## config.mk

```make
export PLATFORM = sky130hd
export DESIGN_NAME = aelt_cell
export DESIGN_NICKNAME = d
export VERILOG_FILES = /design/src/rtl/aelt_pkg.sv /design/src/rtl/aelt_cell.sv
export SDC_FILE = /design/constraint.sdc
export NUM_CORES = 1
export LEC_CHECK = 0
export BUFFER_PORTS_ARGS = -buffer_cell sky130_fd_sc_hd__buf_2
export CORE_MARGIN = 5
export CORE_UTILIZATION = 49
export DETAILED_ROUTE_END_ITERATION = 10
export PLACE_DENSITY = 0.86
export SETUP_SLACK_MARGIN = 0.15
export SLEW_MARGIN = 25
export SYNTH_ARGS = -nofsm -noshare
export SYNTH_HDL_FRONTEND = slang
export SYNTH_SLANG_ARGS = --single-unit
```

## constraint.sdc

```tcl
create_clock -name clk -period 3 [get_ports clk]
set_input_delay 0 -clock clk [delete_from_list [all_inputs] [get_ports clk]]
set_output_delay 0 -clock clk [all_outputs]
set_load 0.05 [all_outputs]
```

## src/rtl/aelt_pkg.sv

```systemverilog
package aelt_pkg;

    localparam int PIX_W      = 8;
    localparam int HW_W       = 3;
    localparam int ALPHA_W    = 7;
    localparam int IMGW_W     = 11;
    localparam int IMGH_W     = 13;
    localparam int CX_W       = 10;
    localparam int CY_W       = 12;
    localparam int CFG_DATA_W = 13;

    localparam int DEF_MAX_WIDTH       = 1024;
    localparam int DEF_MAX_HALF_WINDOW = 5;
    localparam int MAX_HEIGHT          = 4096;

    localparam logic [HW_W-1:0]    RST_HALF_WINDOW = 3'd3;
    localparam logic [ALPHA_W-1:0] RST_ALPHA       = 7'd67;
    localparam logic [IMGW_W-1:0]  RST_WIDTH       = 11'd640;
    localparam logic [IMGH_W-1:0]  RST_HEIGHT      = 13'd480;

    typedef enum logic [1:0] {
        CFG_HALF_WINDOW = 2'd0,
        CFG_ALPHA       = 2'd1,
        CFG_WIDTH       = 2'd2,
        CFG_HEIGHT      = 2'd3
    } cfg_index_t;

    // per-cycle control broadcast along the cell row
    typedef struct packed {
        logic hshift;
        logic step;
        logic sshift;
        logic m0;
        logic m1;
        logic m2;
        logic mc;
    } cell_ctl_t;

    // control of the horizontal window accumulator
    typedef struct packed {
        logic clr;
        logic step;
        logic h0;
        logic h1;
        logic h2;
        logic hc;
    } acc_ctl_t;

    // {center, 2..2k+2, 1..2k+1, 0..2k} membership of an offset
    function automatic logic [3:0] age_mask(input int age, input int k);
        logic [3:0] m;
        m[0] = (age <= 2 * k);
        m[1] = (age >= 1) && (age <= 2 * k + 1);
        m[2] = (age >= 2) && (age <= 2 * k + 2);
        m[3] = (age == k + 1);
        return m;
    endfunction

endpackage

```

## src/rtl/aelt_cell.sv

```systemverilog
module aelt_cell #(
    parameter int ROWS  = 13,
    parameter int VSW   = 12,
    parameter bit FIRST = 1'b0
) (
    input  logic                          clk,
    input  aelt_pkg::cell_ctl_t           ctl,
    input  logic [ROWS*aelt_pkg::PIX_W-1:0] col_in,
    input  logic [aelt_pkg::PIX_W-1:0]    pix_in,
    input  logic [VSW-1:0]                vs0_in,
    input  logic [VSW-1:0]                vs1_in,
    input  logic [VSW-1:0]                vs2_in,
    input  logic [aelt_pkg::PIX_W-1:0]    vmin_in,
    input  logic [aelt_pkg::PIX_W-1:0]    vmax_in,
    input  logic [aelt_pkg::PIX_W-1:0]    pc_in,
    output logic [ROWS*aelt_pkg::PIX_W-1:0] col_out,
    output logic [VSW-1:0]                vs0_out,
    output logic [VSW-1:0]                vs1_out,
    output logic [VSW-1:0]                vs2_out,
    output logic [aelt_pkg::PIX_W-1:0]    vmin_out,
    output logic [aelt_pkg::PIX_W-1:0]    vmax_out,
    output logic [aelt_pkg::PIX_W-1:0]    pc_out
);
    import aelt_pkg::*;

    logic [PIX_W-1:0] col_reg [ROWS];
    logic [PIX_W-1:0] v;
    logic [VSW-1:0]   vs0_reg, vs1_reg, vs2_reg;
    logic [PIX_W-1:0] vmin_reg, vmax_reg, pc_reg;

    // first cell takes the fresh column, the others rotate their own
    assign v = FIRST ? pix_in : col_reg[0];

    genvar gj;
    for (gj = 0; gj < ROWS; gj++)
    begin : g_pack
        assign col_out[gj*PIX_W +: PIX_W] = col_reg[gj];
    end

    always_ff @(posedge clk)
    begin
        if (ctl.hshift)
        begin
            for (int j = 0; j < ROWS; j++)
            begin
                col_reg[j] <= col_in[j*PIX_W +: PIX_W];
            end
        end
        else if (ctl.step)
        begin
            for (int j = 0; j < ROWS - 1; j++)
            begin
                col_reg[j] <= col_reg[j+1];
            end
            col_reg[ROWS-1] <= v;
        end
    end

    always_ff @(posedge clk)
    begin
        if (ctl.hshift)
        begin
            vs0_reg  <= '0;
            vs1_reg  <= '0;
            vs2_reg  <= '0;
            vmin_reg <= '1;
            vmax_reg <= '0;
        end
        else if (ctl.step)
        begin
            if (ctl.m0)
            begin
                vs0_reg <= vs0_reg + VSW'(v);
            end
            if (ctl.m1)
            begin
                vs1_reg <= vs1_reg + VSW'(v);
                if (v < vmin_reg)
                begin
                    vmin_reg <= v;
                end
                if (v > vmax_reg)
                begin
                    vmax_reg <= v;
                end
            end
            if (ctl.m2)
            begin
                vs2_reg <= vs2_reg + VSW'(v);
            end
            if (ctl.mc)
            begin
                pc_reg <= v;
            end
        end
        else if (ctl.sshift)
        begin
            vs0_reg  <= vs0_in;
            vs1_reg  <= vs1_in;
            vs2_reg  <= vs2_in;
            vmin_reg <= vmin_in;
            vmax_reg <= vmax_in;
            pc_reg   <= pc_in;
        end
    end

    assign vs0_out  = vs0_reg;
    assign vs1_out  = vs1_reg;
    assign vs2_out  = vs2_reg;
    assign vmin_out = vmin_reg;
    assign vmax_out = vmax_reg;
    assign pc_out   = pc_reg;

endmodule

```

==> flow_metrics.env <==
export IMPL_synth_top_family_by_area="multiplexers"
export IMPL_synth_commonest_cells="112 x edfxtp_1, 103 x mux2_2, 52 x dfxtp_1, 51 x nand2_1, 49 x nor2_1"
export IMPL_ys_flop_type="edfxtp_1"
export IMPL_drive_gt1_frac=0.400
export IMPL_yosysMostFrequentCell="edfxtp_1"
export IMPL_cts_sinks=164
export IMPL_p_leak_nw=5.71
export IMPL_crit_slowest_cell="dlygate4sd3_1"
export IMPL_grt_max_degree=81
export IMPL_postSynthAreaPerCell_um2=11.6
export IMPL_ys_seq_area_frac=0.512
export IMPL_skew_ns=0.00964
export IMPL_preCtsSetupSlack_ns=0.411
export IMPL_firstDrtPassIters=5
export IMPL_port_buffers=335
export IMPL_switching_share=0.354
export IMPL_tns_ns=0
export IMPL_wire_per_inst_um=21.3
export IMPL_clock_path_buffers=2
export IMPL_finalPower_mw=7.38
export IMPL_drv_cap=0
export IMPL_grt_pass1_vias=8525
export IMPL_track_usage=0.300
export IMPL_crit_fanout=4
export IMPL_synth_edf_count=112
export IMPL_p_comb_frac=0.304
export IMPL_grt_first_pass_wirelength_mm=47.0
export IMPL_gp_congestion=0.900
export IMPL_die_area_um2=20300
export IMPL_design_area_um2=12800
export IMPL_pin_count=344
export IMPL_ys_async_sr_fraction=0
export IMPL_max_stage_delay_ns=0.60
export IMPL_finish_utilization=0.743
export IMPL_rsz0062_at_grt="true"
export IMPL_synth_cell_types=58
export IMPL_row_count=48
export IMPL_yosysTopAreaCell="edfxtp_1"
export IMPL_synth_adder_area_share=0.0638
export IMPL_path_clk_slew_ns=0.07
export IMPL_finalCriticalPeriod_ns=2.82
export IMPL_ant_nets=0
export IMPL_maxSlewHeadroom=0.399
export IMPL_p_int_mw=4.77
export IMPL_worstHoldPathType="input port to register"
export IMPL_hold_viol=0
export IMPL_synth_cell_area_um2=8590
export IMPL_crit_chain="ha_1, inv_1, fa_1, nor2b_2, o2111ai_1, a31oi_2, o21ai_0, a221oi_1, dlygate4sd3_1"
export IMPL_nNetsFinal=1464
export IMPL_clock_latency_ns=0.43
export IMPL_die_w_um=142
export IMPL_min_period_over_period=0.940
export IMPL_synthCells=742
export IMPL_seq_power_share=0.387
export IMPL_cts_made_buffers=17
export IMPL_yosys_warnings=0
export IMPL_drc=0
export IMPL_drt_vias_per_instance=5.62
export IMPL_ys_seq_elements=164
export IMPL_crit_type="register to register"
export IMPL_finalHoldWorstSlack_ns=0.0554
export IMPL_die_y_um=142
export IMPL_place_hpwl_mm=19.6
export IMPL_place_inst=1281
export IMPL_finalWorstSetupSlack_ns=0.179
export IMPL_p_switching_mw=2.61
export IMPL_end_kind="register"
export IMPL_routed_wl_mm=31.6
export IMPL_cp_arrival_ns=3.19
export IMPL_max_vdd_ir_drop_uv=424
export IMPL_finalNonFillerCells=1485
export IMPL_core_area_um2=17200
export IMPL_largest_reg_flops=104
export IMPL_syn_nets=964
export IMPL_power_density_nw_per_um2=576
export IMPL_synth_mux_area_fraction=0.148
export IMPL_worstPathRequired_ns=3.37
export IMPL_netlist_area_leader_share=0.391
export IMPL_synth_compound_area_frac=0.121
export IMPL_synthXorXnorAreaFrac=0.0183
export IMPL_synth_simple_area_share=0.102
export IMPL_start_util=0.499
export IMPL_max_freq_mhz=355
export IMPL_slew_viol_final=0
export IMPL_status="finished clean"
export IMPL_htreeDepth=4
export IMPL_overflow=0
export IMPL_cp_start_kind="register"
export IMPL_dpl_cell_area_um2=10500
export IMPL_num_vias=8351
export IMPL_drtIter0Drc=727
export IMPL_antenna_found_initial=3
export IMPL_setup_viol=0
export IMPL_cts_tree="done"
export IMPL_synth_area_leaders="edfxtp_1 39%, mux2_2 13%, dfxtp_1 12%, ha_1 5.7%, nand2_1 2.2%"
export IMPL_area_growth_pct=49.1
export IMPL_worstMarginPinSlew_ns=0.879
export IMPL_cts_root_buf="clkbuf_16"
export IMPL_p_clk_frac=0.308
==> routing by layer <==
metal  global-route usage  routed length, um  up-vias
met1                0.364              11900     3952
met4                0.129               1260        0
li1                     -                  -     3764
met3               0.0622               2760      105
met5                    0                  0        -
met2                0.518              15700      530
==> placed cells by master, fill, tap and decap left out, types with 8 or more instances in the layout <==
| cell type | netlist | final |
|---|---|---|
| a2111oi_0 | 8 | 8 |
| a211oi_1 | 11 | 11 |
| a21oi_1 | 26 | 26 |
| a22oi_1 | 9 | 9 |
| a31oi_1 | 10 | 9 |
| and3_1 | 11 | 11 |
| buf_2 | 13 | 335 |
| buf_4 | 2 | 16 |
| clkbuf_16 | 0 | 17 |
| dfxtp_1 | 52 | 52 |
| dlygate4sd3_1 | 0 | 163 |
| edfxtp_1 | 112 | 112 |
| ha_1 | 39 | 39 |
| inv_1 | 37 | 37 |
| mux2_2 | 103 | 103 |
| mux2i_1 | 10 | 10 |
| nand2_1 | 51 | 50 |
| nand2b_1 | 21 | 21 |
| nand3_1 | 13 | 13 |
| nor2_1 | 49 | 49 |
| nor3_1 | 8 | 8 |
| o21a_1 | 10 | 10 |
| o21ai_0 | 37 | 37 |
| o22ai_1 | 8 | 8 |
| xnor2_1 | 10 | 10 |
| xor2_1 | 8 | 8 |
==> critical path: cells and delay by family (launching register included) <==
| family | cells | cell delay [ns] |
|---|---|---|
| DFF | 1 | 0.46 |
| buffers and inverters | 2 | 0.65 |
| and+or+nand+nor | 1 | 0.15 |
| adders and majority gates | 2 | 0.61 |
| AOI/OAI and AO/OA | 4 | 0.89 |
==> power groups by stage <==
stage | clock network [mW] | logic, mW | registers [mW]
after floorplan | 0 | 0.731 | 3.59
after global routing | 2.37 | 2.37 | 2.88
after global placement | 0 | 1.96 | 2.88
after detailed placement | 0 | 2.00 | 2.89
after CTS | 2.28 | 2.18 | 2.85
final | 2.28 | 2.25 | 2.86
==> path summary, 6_finish.rpt <==
kind | from | endpoint | slack (ns) | cells past startpoint
max | col_reg[0][0] | vs1_out[8] | 0.18 | 9
min | vs1_in[6] | vs1_out[6] | 0.06 | 4
max reg2reg | col_reg[0][0] | vs1_out[8] | 0.18 | 9
min reg2reg | vmax_out[5] | vmax_out[5] | 0.51 | 1
==> cell type report <==
cell class | count | area (um2)
repair buffers | 515 | 3450
fillers | 1074 | 4420
multi-input cells | 507 | 3920
clock inverters | 15 | 180
well taps | 225 | 282
flip-flops and latches | 164 | 4400
diodes | 5 | 12.5
inverters | 37 | 139
clock buffers | 17 | 425
==> logic make-up (layout without fill, tap and decap cells) <==
| family | count (synthesis) | in the layout |
|---|---|---|
| flops | 164 | 164 |
| compound gates | 152 | 152 |
| buf+inv | 71 | 584 |
| other cells | 0 | 5 |
| mux | 114 | 114 |
| simple gates | 181 | 181 |
| xor+xnor | 18 | 18 |
| fa+ha+maj | 42 | 42 |
==> what timing repair did <==
action,in CTS,in global routing
hold endpoints to repair,161,0
endpoints found under the setup margin,0,2
hold buffers,163,0
resized for setup,0,2
buffers inserted,0,4
Power figures use the tool's default switching activity.
