<file path="config.mk">
export PLATFORM = sky130hd
export DESIGN_NAME = aelt_decide
export DESIGN_NICKNAME = d
export VERILOG_FILES = /design/src/rtl/aelt_pkg.sv /design/src/rtl/aelt_decide.sv
export SDC_FILE = /design/constraint.sdc
export NUM_CORES = 2
export LEC_CHECK = 0
export BUFFER_PORTS_ARGS = -buffer_cell sky130_fd_sc_hd__buf_2
export CAP_MARGIN = 5
export CELL_PAD_IN_SITES_DETAIL_PLACEMENT = 1
export CELL_PAD_IN_SITES_GLOBAL_PLACEMENT = 1
export CORE_ASPECT_RATIO = 2
export CORE_UTILIZATION = 52
export DETAILED_ROUTE_END_ITERATION = 12
export PLACE_DENSITY_LB_ADDON = 0.1
export SYNTH_ARGS = -nofsm -noshare
export SYNTH_HDL_FRONTEND = slang
export SYNTH_SLANG_ARGS = --single-unit
</file>
<file path="constraint.sdc">
create_clock -name clk -period 7 [get_ports clk]
set_input_delay 1.05 -clock clk [delete_from_list [all_inputs] [get_ports clk]]
set_output_delay 1.05 -clock clk [all_outputs]
set_load 0.01 [all_outputs]
</file>
<file path="src/rtl/aelt_pkg.sv">
package aelt_pkg;

    localparam int PIX_W      = 8;
    localparam int HW_W       = 3;
    localparam int ALPHA_W    = 7;
    localparam int IMGW_W     = 11;
    localparam int IMGH_W     = 13;
    localparam int CX_W       = 10;
    localparam int CY_W       = 12;
    localparam int CFG_DATA_W = 13;

    localparam int DEF_MAX_WIDTH       = 1024;
    localparam int DEF_MAX_HALF_WINDOW = 5;
    localparam int MAX_HEIGHT          = 4096;

    localparam logic [HW_W-1:0]    RST_HALF_WINDOW = 3'd3;
    localparam logic [ALPHA_W-1:0] RST_ALPHA       = 7'd67;
    localparam logic [IMGW_W-1:0]  RST_WIDTH       = 11'd640;
    localparam logic [IMGH_W-1:0]  RST_HEIGHT      = 13'd480;

    typedef enum logic [1:0] {
        CFG_HALF_WINDOW = 2'd0,
        CFG_ALPHA       = 2'd1,
        CFG_WIDTH       = 2'd2,
        CFG_HEIGHT      = 2'd3
    } cfg_index_t;

    // per-cycle control broadcast along the cell row
    typedef struct packed {
        logic hshift;
        logic step;
        logic sshift;
        logic m0;
        logic m1;
        logic m2;
        logic mc;
    } cell_ctl_t;

    // control of the horizontal window accumulator
    typedef struct packed {
        logic clr;
        logic step;
        logic h0;
        logic h1;
        logic h2;
        logic hc;
    } acc_ctl_t;

    // {center, 2..2k+2, 1..2k+1, 0..2k} membership of an offset
    function automatic logic [3:0] age_mask(input int age, input int k);
        logic [3:0] m;
        m[0] = (age <= 2 * k);
        m[1] = (age >= 1) && (age <= 2 * k + 1);
        m[2] = (age >= 2) && (age <= 2 * k + 2);
        m[3] = (age == k + 1);
        return m;
    endfunction

endpackage

</file>
<file path="src/rtl/aelt_decide.sv">
module aelt_decide #(
    parameter int VSW = 12,
    parameter int WSW = 15
) (
    input  logic                         clk,
    input  aelt_pkg::acc_ctl_t           ctl,
    input  logic [aelt_pkg::HW_W-1:0]    k,
    input  logic [aelt_pkg::ALPHA_W-1:0] alpha,
    input  logic [VSW-1:0]               vs0,
    input  logic [VSW-1:0]               vs1,
    input  logic [VSW-1:0]               vs2,
    input  logic [aelt_pkg::PIX_W-1:0]   vmin,
    input  logic [aelt_pkg::PIX_W-1:0]   vmax,
    input  logic [aelt_pkg::PIX_W-1:0]   pc,
    output logic                         background
);
    import aelt_pkg::*;

    localparam int BW = WSW + 2;
    localparam int TW = WSW + 9;

    logic [VSW-1:0]   vs [3];
    logic [2:0]       hm;
    logic [WSW-1:0]   w_reg [3][3];
    logic [PIX_W-1:0] mn_reg, mx_reg, p_reg;
    logic [3:0]       side;
    logic [7:0]       nn;
    logic [WSW-1:0]   fmin_n_reg, fmax_n_reg, p_n_reg;
    logic [WSW-1:0]   s;
    logic [WSW-1:0]   dmax, dmin;
    logic [BW-1:0]    base_reg;
    logic [TW-1:0]    t_reg;
    logic [8:0]       fg_vec;

    assign vs[0] = vs0;
    assign vs[1] = vs1;
    assign vs[2] = vs2;
    assign hm    = {ctl.h2, ctl.h1, ctl.h0};

    // window sums: row range r (from the cell) by column range c
    always_ff @(posedge clk)
    begin
        if (ctl.clr)
        begin
            for (int r = 0; r < 3; r++)
            begin
                for (int c = 0; c < 3; c++)
                begin
                    w_reg[r][c] <= '0;
                end
            end
            mn_reg <= '1;
            mx_reg <= '0;
        end
        else if (ctl.step)
        begin
            for (int r = 0; r < 3; r++)
            begin
                for (int c = 0; c < 3; c++)
                begin
                    if (hm[c])
                    begin
                        w_reg[r][c] <= w_reg[r][c] + WSW'(vs[r]);
                    end
                end
            end
            if (ctl.h1)
            begin
                if (vmin < mn_reg)
                begin
                    mn_reg <= vmin;
                end
                if (vmax > mx_reg)
                begin
                    mx_reg <= vmax;
                end
            end
            if (ctl.hc)
            begin
                p_reg <= pc;
            end
        end
    end

    assign side = {k, 1'b1};
    assign nn   = 8'(side) * 8'(side);
    assign s    = w_reg[1][1];

    // stage 1: scale by window area
    always_ff @(posedge clk)
    begin
        fmin_n_reg <= WSW'({8'd0, mn_reg} * {8'd0, nn});
        fmax_n_reg <= WSW'({8'd0, mx_reg} * {8'd0, nn});
        p_n_reg    <= WSW'({8'd0, p_reg} * {8'd0, nn});
    end

    assign dmax = (fmax_n_reg > s) ? fmax_n_reg - s : s - fmax_n_reg;
    assign dmin = (fmin_n_reg > s) ? fmin_n_reg - s : s - fmin_n_reg;

    // stage 2: threshold base
    always_ff @(posedge clk)
    begin
        priority if (dmax > dmin)
        begin
            base_reg <= (BW'(fmin_n_reg) << 1) + BW'(s);
        end
        else if (dmax < dmin)
        begin
            base_reg <= BW'(fmin_n_reg) + (BW'(s) << 1);
        end
        else
        begin
            base_reg <= (BW'(s) << 1) + BW'(s);
        end
    end

    // stage 3: alpha scaling
    always_ff @(posedge clk)
    begin
        t_reg <= TW'(base_reg) * TW'(alpha);
    end

    genvar gr, gc;
    for (gr = 0; gr < 3; gr++)
    begin : g_row
        for (gc = 0; gc < 3; gc++)
        begin : g_col
            if (gr == 1 && gc == 1)
            begin : g_center
                assign fg_vec[gr*3+gc] = 1'b0;
            end
            else
            begin : g_nb
                logic [WSW-1:0] diff_reg;
                logic [TW-1:0]  prod_reg;

                always_ff @(posedge clk)
                begin
                    diff_reg <= (w_reg[gr][gc] > p_n_reg) ? w_reg[gr][gc] - p_n_reg
                                                          : p_n_reg - w_reg[gr][gc];
                    // x300 = 256 + 32 + 8 + 4
                    prod_reg <= (TW'(diff_reg) << 8) + (TW'(diff_reg) << 5)
                              + (TW'(diff_reg) << 3) + (TW'(diff_reg) << 2);
                end

                assign fg_vec[gr*3+gc] = (prod_reg > t_reg);
            end
        end
    end

    assign background = ~|fg_vec;

endmodule

</file>
==> results.txt <==
The run finished with clean final reports. 78 I/O pins were placed. Total detailed-routing wirelength: 195 mm. The first-pass iteration count of the detailed router is 5, and the critical-path maximum fanout is 5. The clock-pin transition on the worst setup and hold timing paths was 0.08 ns; the worst endpoint required time was 7.56 ns. The floorplan die area is 111000 µm².

The tree is rooted in a sky130_fd_sc_hd__clkbuf_16. The cell that appears most often on the critical path is sky130_fd_sc_hd__ha_1. Counting the fill cells in the layout gives 12500. In this run the horizontal extent of the chip is 236 µm. The run gives 1515 as the number of design-rule violations left by the first detailed-router iteration. The wire-length estimate of the detail-placed layout is 160 mm. After routing, the total negative slack on setup checks comes to 0 ns.

Clock latency on the worst-skew pair, taken at its later pin, is 0.69 ns. The final number of max-transition violations is 0. sky130_fd_sc_hd__ha_1 takes more of the synthesized area than any other cell.

The clock passes through at most 3 buffers. The synthesis-stage register bit count is 541. Share of the synthesized area in the top cell type: 22.6%. In the final routed layout, each cell accounts on average for 25.2 µm. The run gives 56900 µm² as the post-synthesis instance area. Max-cap violations in this run came to 0. In this run the vertical extent of the chip is 470 µm.

The tools report the arrival time of data at the critical path endpoint as 7.24 ns. Clock tree synthesis found a total of 541 sinks. The count of port buffers added during placement was 77; the final standard cell utilization of the core was 56.8%.

The combined global-route utilization of all metal layers is 35.1%, and the final net count is 7786. The transition at the pin with the smallest max-transition slack was 1.10 ns; the share of flip-flops with an asynchronous set or reset was 0%. Between clock sinks in the finished design, the worst skew comes to 0.0222 ns. The number of vias per cell after detailed routing was 6.10; the final routed DRC violation total was 0. Counting every net in the synthesized netlist gives 7647. The initialized floorplan defines 171 standard-cell rows. The tools report the global placement routability congestion as 0.958. After technology mapping, the gate count stands at 6169. The timing-limited maximum frequency is 150 MHz, and the number of distinct library cell variants in the gate-level netlist after synthesis is 88.

The total via count after detailed routing is 47300, and the number of non-filler instances in the completed layout is 7748. The proportion of synthesized chip area in sequential cells is 21.5%, and the number of antenna violations at the first check in global routing is 14. In this run the mean area of a mapped cell was 9.22 µm². STA classifies the critical path endpoint as a flop.

The signed area change from the synthesized netlist to the final layout works out to 8.34%. The launching element type of the critical path is a flop. The part of the cycle the worst path needs was 95.4%. The antenna violation net count after detailed routing is 0. For the number of warnings reported in the yosys synthesis log, the log shows 0. The total congestion overflow was 0; the time the worst path needs with I/O delays and setup was 6.68 ns. In this run, placement finished with an instance count of 7632.

Clock tree synthesis inserted a total of 55 buffers. The flip-flop count of the largest register, all copies and words added works out to 176. For the hold violation total from the final report, the log shows 0.

Headroom to the max-slew limit came out at 25.5%. After floorplanning, the core was sized to cover 108000 µm². The initial core utilization was 52.5%. The setup path with the least slack is of type flop to flop. Among all stages on the critical path, the largest delay is contributed by sky130_fd_sc_hd__edfxtp_1. TritonCTS built the clock tree. The largest net degree at the start of global routing was 46; the number of synthesized flops with an enable pin was 143.

The run gives 52500 as the number of global-route vias before repair. The highest cell delay on the worst timing path works out to 0.55 ns. By area the synthesized netlist is led by sky130_fd_sc_hd__ha_1 (23%), sky130_fd_sc_hd__dfxtp_1 (14%), sky130_fd_sc_hd__fa_1 (13%). Setup violations remaining at the end of the flow were counted as 0. The kind of path behind the tightest hold check was flop to flop. The most used flip-flop cell after synthesis is sky130_fd_sc_hd__dfxtp_1.

The first-pass GRT wire length was 297 mm; the layout cell share with drive strength beyond 1 was 6.31%. The H-tree generated during clock tree synthesis spans 2 levels.
==> final timing paths <==
| kind | slack [ns] | endpoint | start | depth (start not counted) |
|---|---|---|---|---|
| max | 0.32 | base_reg[15] | w_reg[0][69] | 30 |
| min | 0.45 | g_row[2].g_col[0].g_nb.prod_reg[2] | g_row[2].g_col[0].g_nb.diff_reg[0] | 0 |
| max reg2reg | 0.32 | base_reg[15] | w_reg[0][69] | 30 |
| min reg2reg | 0.45 | g_row[2].g_col[0].g_nb.prod_reg[2] | g_row[2].g_col[0].g_nb.diff_reg[0] | 0 |
==> per-stage QoR <==
stage	hold WS (ns)	worst slack, ns	instance area, µm²
after floorplan	0.394	0.607	56900
after global placement	0.453	0.212	59500
after detailed placement	0.451	0.0832	59500
after CTS	0.456	0.0865	61500
after global routing	0.476	-0.0279	61600
final	0.450	0.321	61700
==> cell type report <==
cell class | count | area [µm²] | area share (%)
Antenna cell | 9 | 22.5 | 0.0365
Clock buffer | 73 | 1630 | 2.64
Clock inverter | 31 | 419 | 0.680
Inverter | 598 | 2240 | 3.64
Multi-Input combinational cell | 4909 | 42000 | 68.1
Sequential cell | 541 | 12300 | 19.9
Tap cell | 1384 | 1730 | 2.81
Timing Repair Buffer | 203 | 1340 | 2.18
==> cell usage after synthesis, drive strengths merged (143+ instances only) <==
library cell  instances
o21ai               307
fa                  374
inv                 598
xnor2               255
dfxtp               398
a21oi               434
edfxtp              143
ha                 1027
nand2               373
nor2                342
and2                147
a21o                255
nor3                149
==> worst max-delay path: cells and delay by family, from the launching register on <==
kind,cells,cell delay [ns]
buffers and inverters,3,0.43
DFF,1,0.55
xor gates and xnor gates,1,0.14
adders and majority gates,4,1.21
muxes,2,0.43
and+or+nand+nor,2,0.33
AOI/OAI and AO/OA,18,3.45
==> what timing repair did <==
item	CTS	global route
setup buffers	0	3
resized for setup	0	20
hold endpoints to repair	0	0
hold buffers	0	0
endpoints found under the setup margin	0	7
==> placed cells by master (no fill, tap or decap), types with 14 or more instances in the layout <==
master	netlist	final
sky130_fd_sc_hd__or3_1	61	61
sky130_fd_sc_hd__mux2i_1	84	83
sky130_fd_sc_hd__dfxtp_1	398	396
sky130_fd_sc_hd__a21o_1	255	254
sky130_fd_sc_hd__edfxtp_1	143	143
sky130_fd_sc_hd__buf_2	25	77
sky130_fd_sc_hd__o31ai_1	28	27
sky130_fd_sc_hd__and2_1	146	146
sky130_fd_sc_hd__a211oi_1	39	38
sky130_fd_sc_hd__inv_1	598	597
sky130_fd_sc_hd__or4_1	14	14
sky130_fd_sc_hd__xnor2_1	255	254
sky130_fd_sc_hd__o211ai_1	47	47
sky130_fd_sc_hd__and3_1	50	50
sky130_fd_sc_hd__nor3_1	147	146
sky130_fd_sc_hd__o21ai_1	16	18
sky130_fd_sc_hd__xor2_1	123	123
sky130_fd_sc_hd__nand4_1	86	86
sky130_fd_sc_hd__nor3b_1	19	19
sky130_fd_sc_hd__ha_1	1027	1025
sky130_fd_sc_hd__a21oi_1	433	429
sky130_fd_sc_hd__or2_2	27	27
sky130_fd_sc_hd__a31oi_1	53	53
sky130_fd_sc_hd__clkbuf_16	0	61
sky130_fd_sc_hd__buf_4	6	125
sky130_fd_sc_hd__o21a_1	48	48
sky130_fd_sc_hd__fa_1	374	374
sky130_fd_sc_hd__o21bai_1	61	60
sky130_fd_sc_hd__nand3_1	111	111
sky130_fd_sc_hd__nor2b_1	82	82
sky130_fd_sc_hd__nand2b_1	49	47
sky130_fd_sc_hd__o2111ai_1	17	16
sky130_fd_sc_hd__nor2_1	337	336
sky130_fd_sc_hd__o21ai_0	290	288
sky130_fd_sc_hd__a21boi_0	26	26
sky130_fd_sc_hd__a211o_1	17	17
sky130_fd_sc_hd__nand2_1	373	373
sky130_fd_sc_hd__mux2_2	15	15
==> cell families after synthesis <==
family | Yosys count | synth area share, %
AOI/OAI and AO/OA | 1486 | 16.8
and+or+nand+nor | 1545 | 13.5
DFF | 541 | 21.5
buffers and inverters | 719 | 4.87
muxes | 99 | 1.77
xor gates and xnor gates | 378 | 5.82
adders and majority gates | 1401 | 35.7
==> metal layers <==
| layer | GRT usage [%] | share of wire (%) | vias up |
|---|---|---|---|
| met5 | 0 | 0.044 | - |
| met4 | 32.3 | 11 | 12 |
| met3 | 4.89 | 3.5 | 689 |
| met2 | 66.9 | 53 | 1021 |
| met1 | 31.5 | 33 | 23600 |
| li1 | - | - | 22000 |
Power is not shown: default switching activity piles up to over one toggle a cycle in this logic, so the estimate is an artifact.
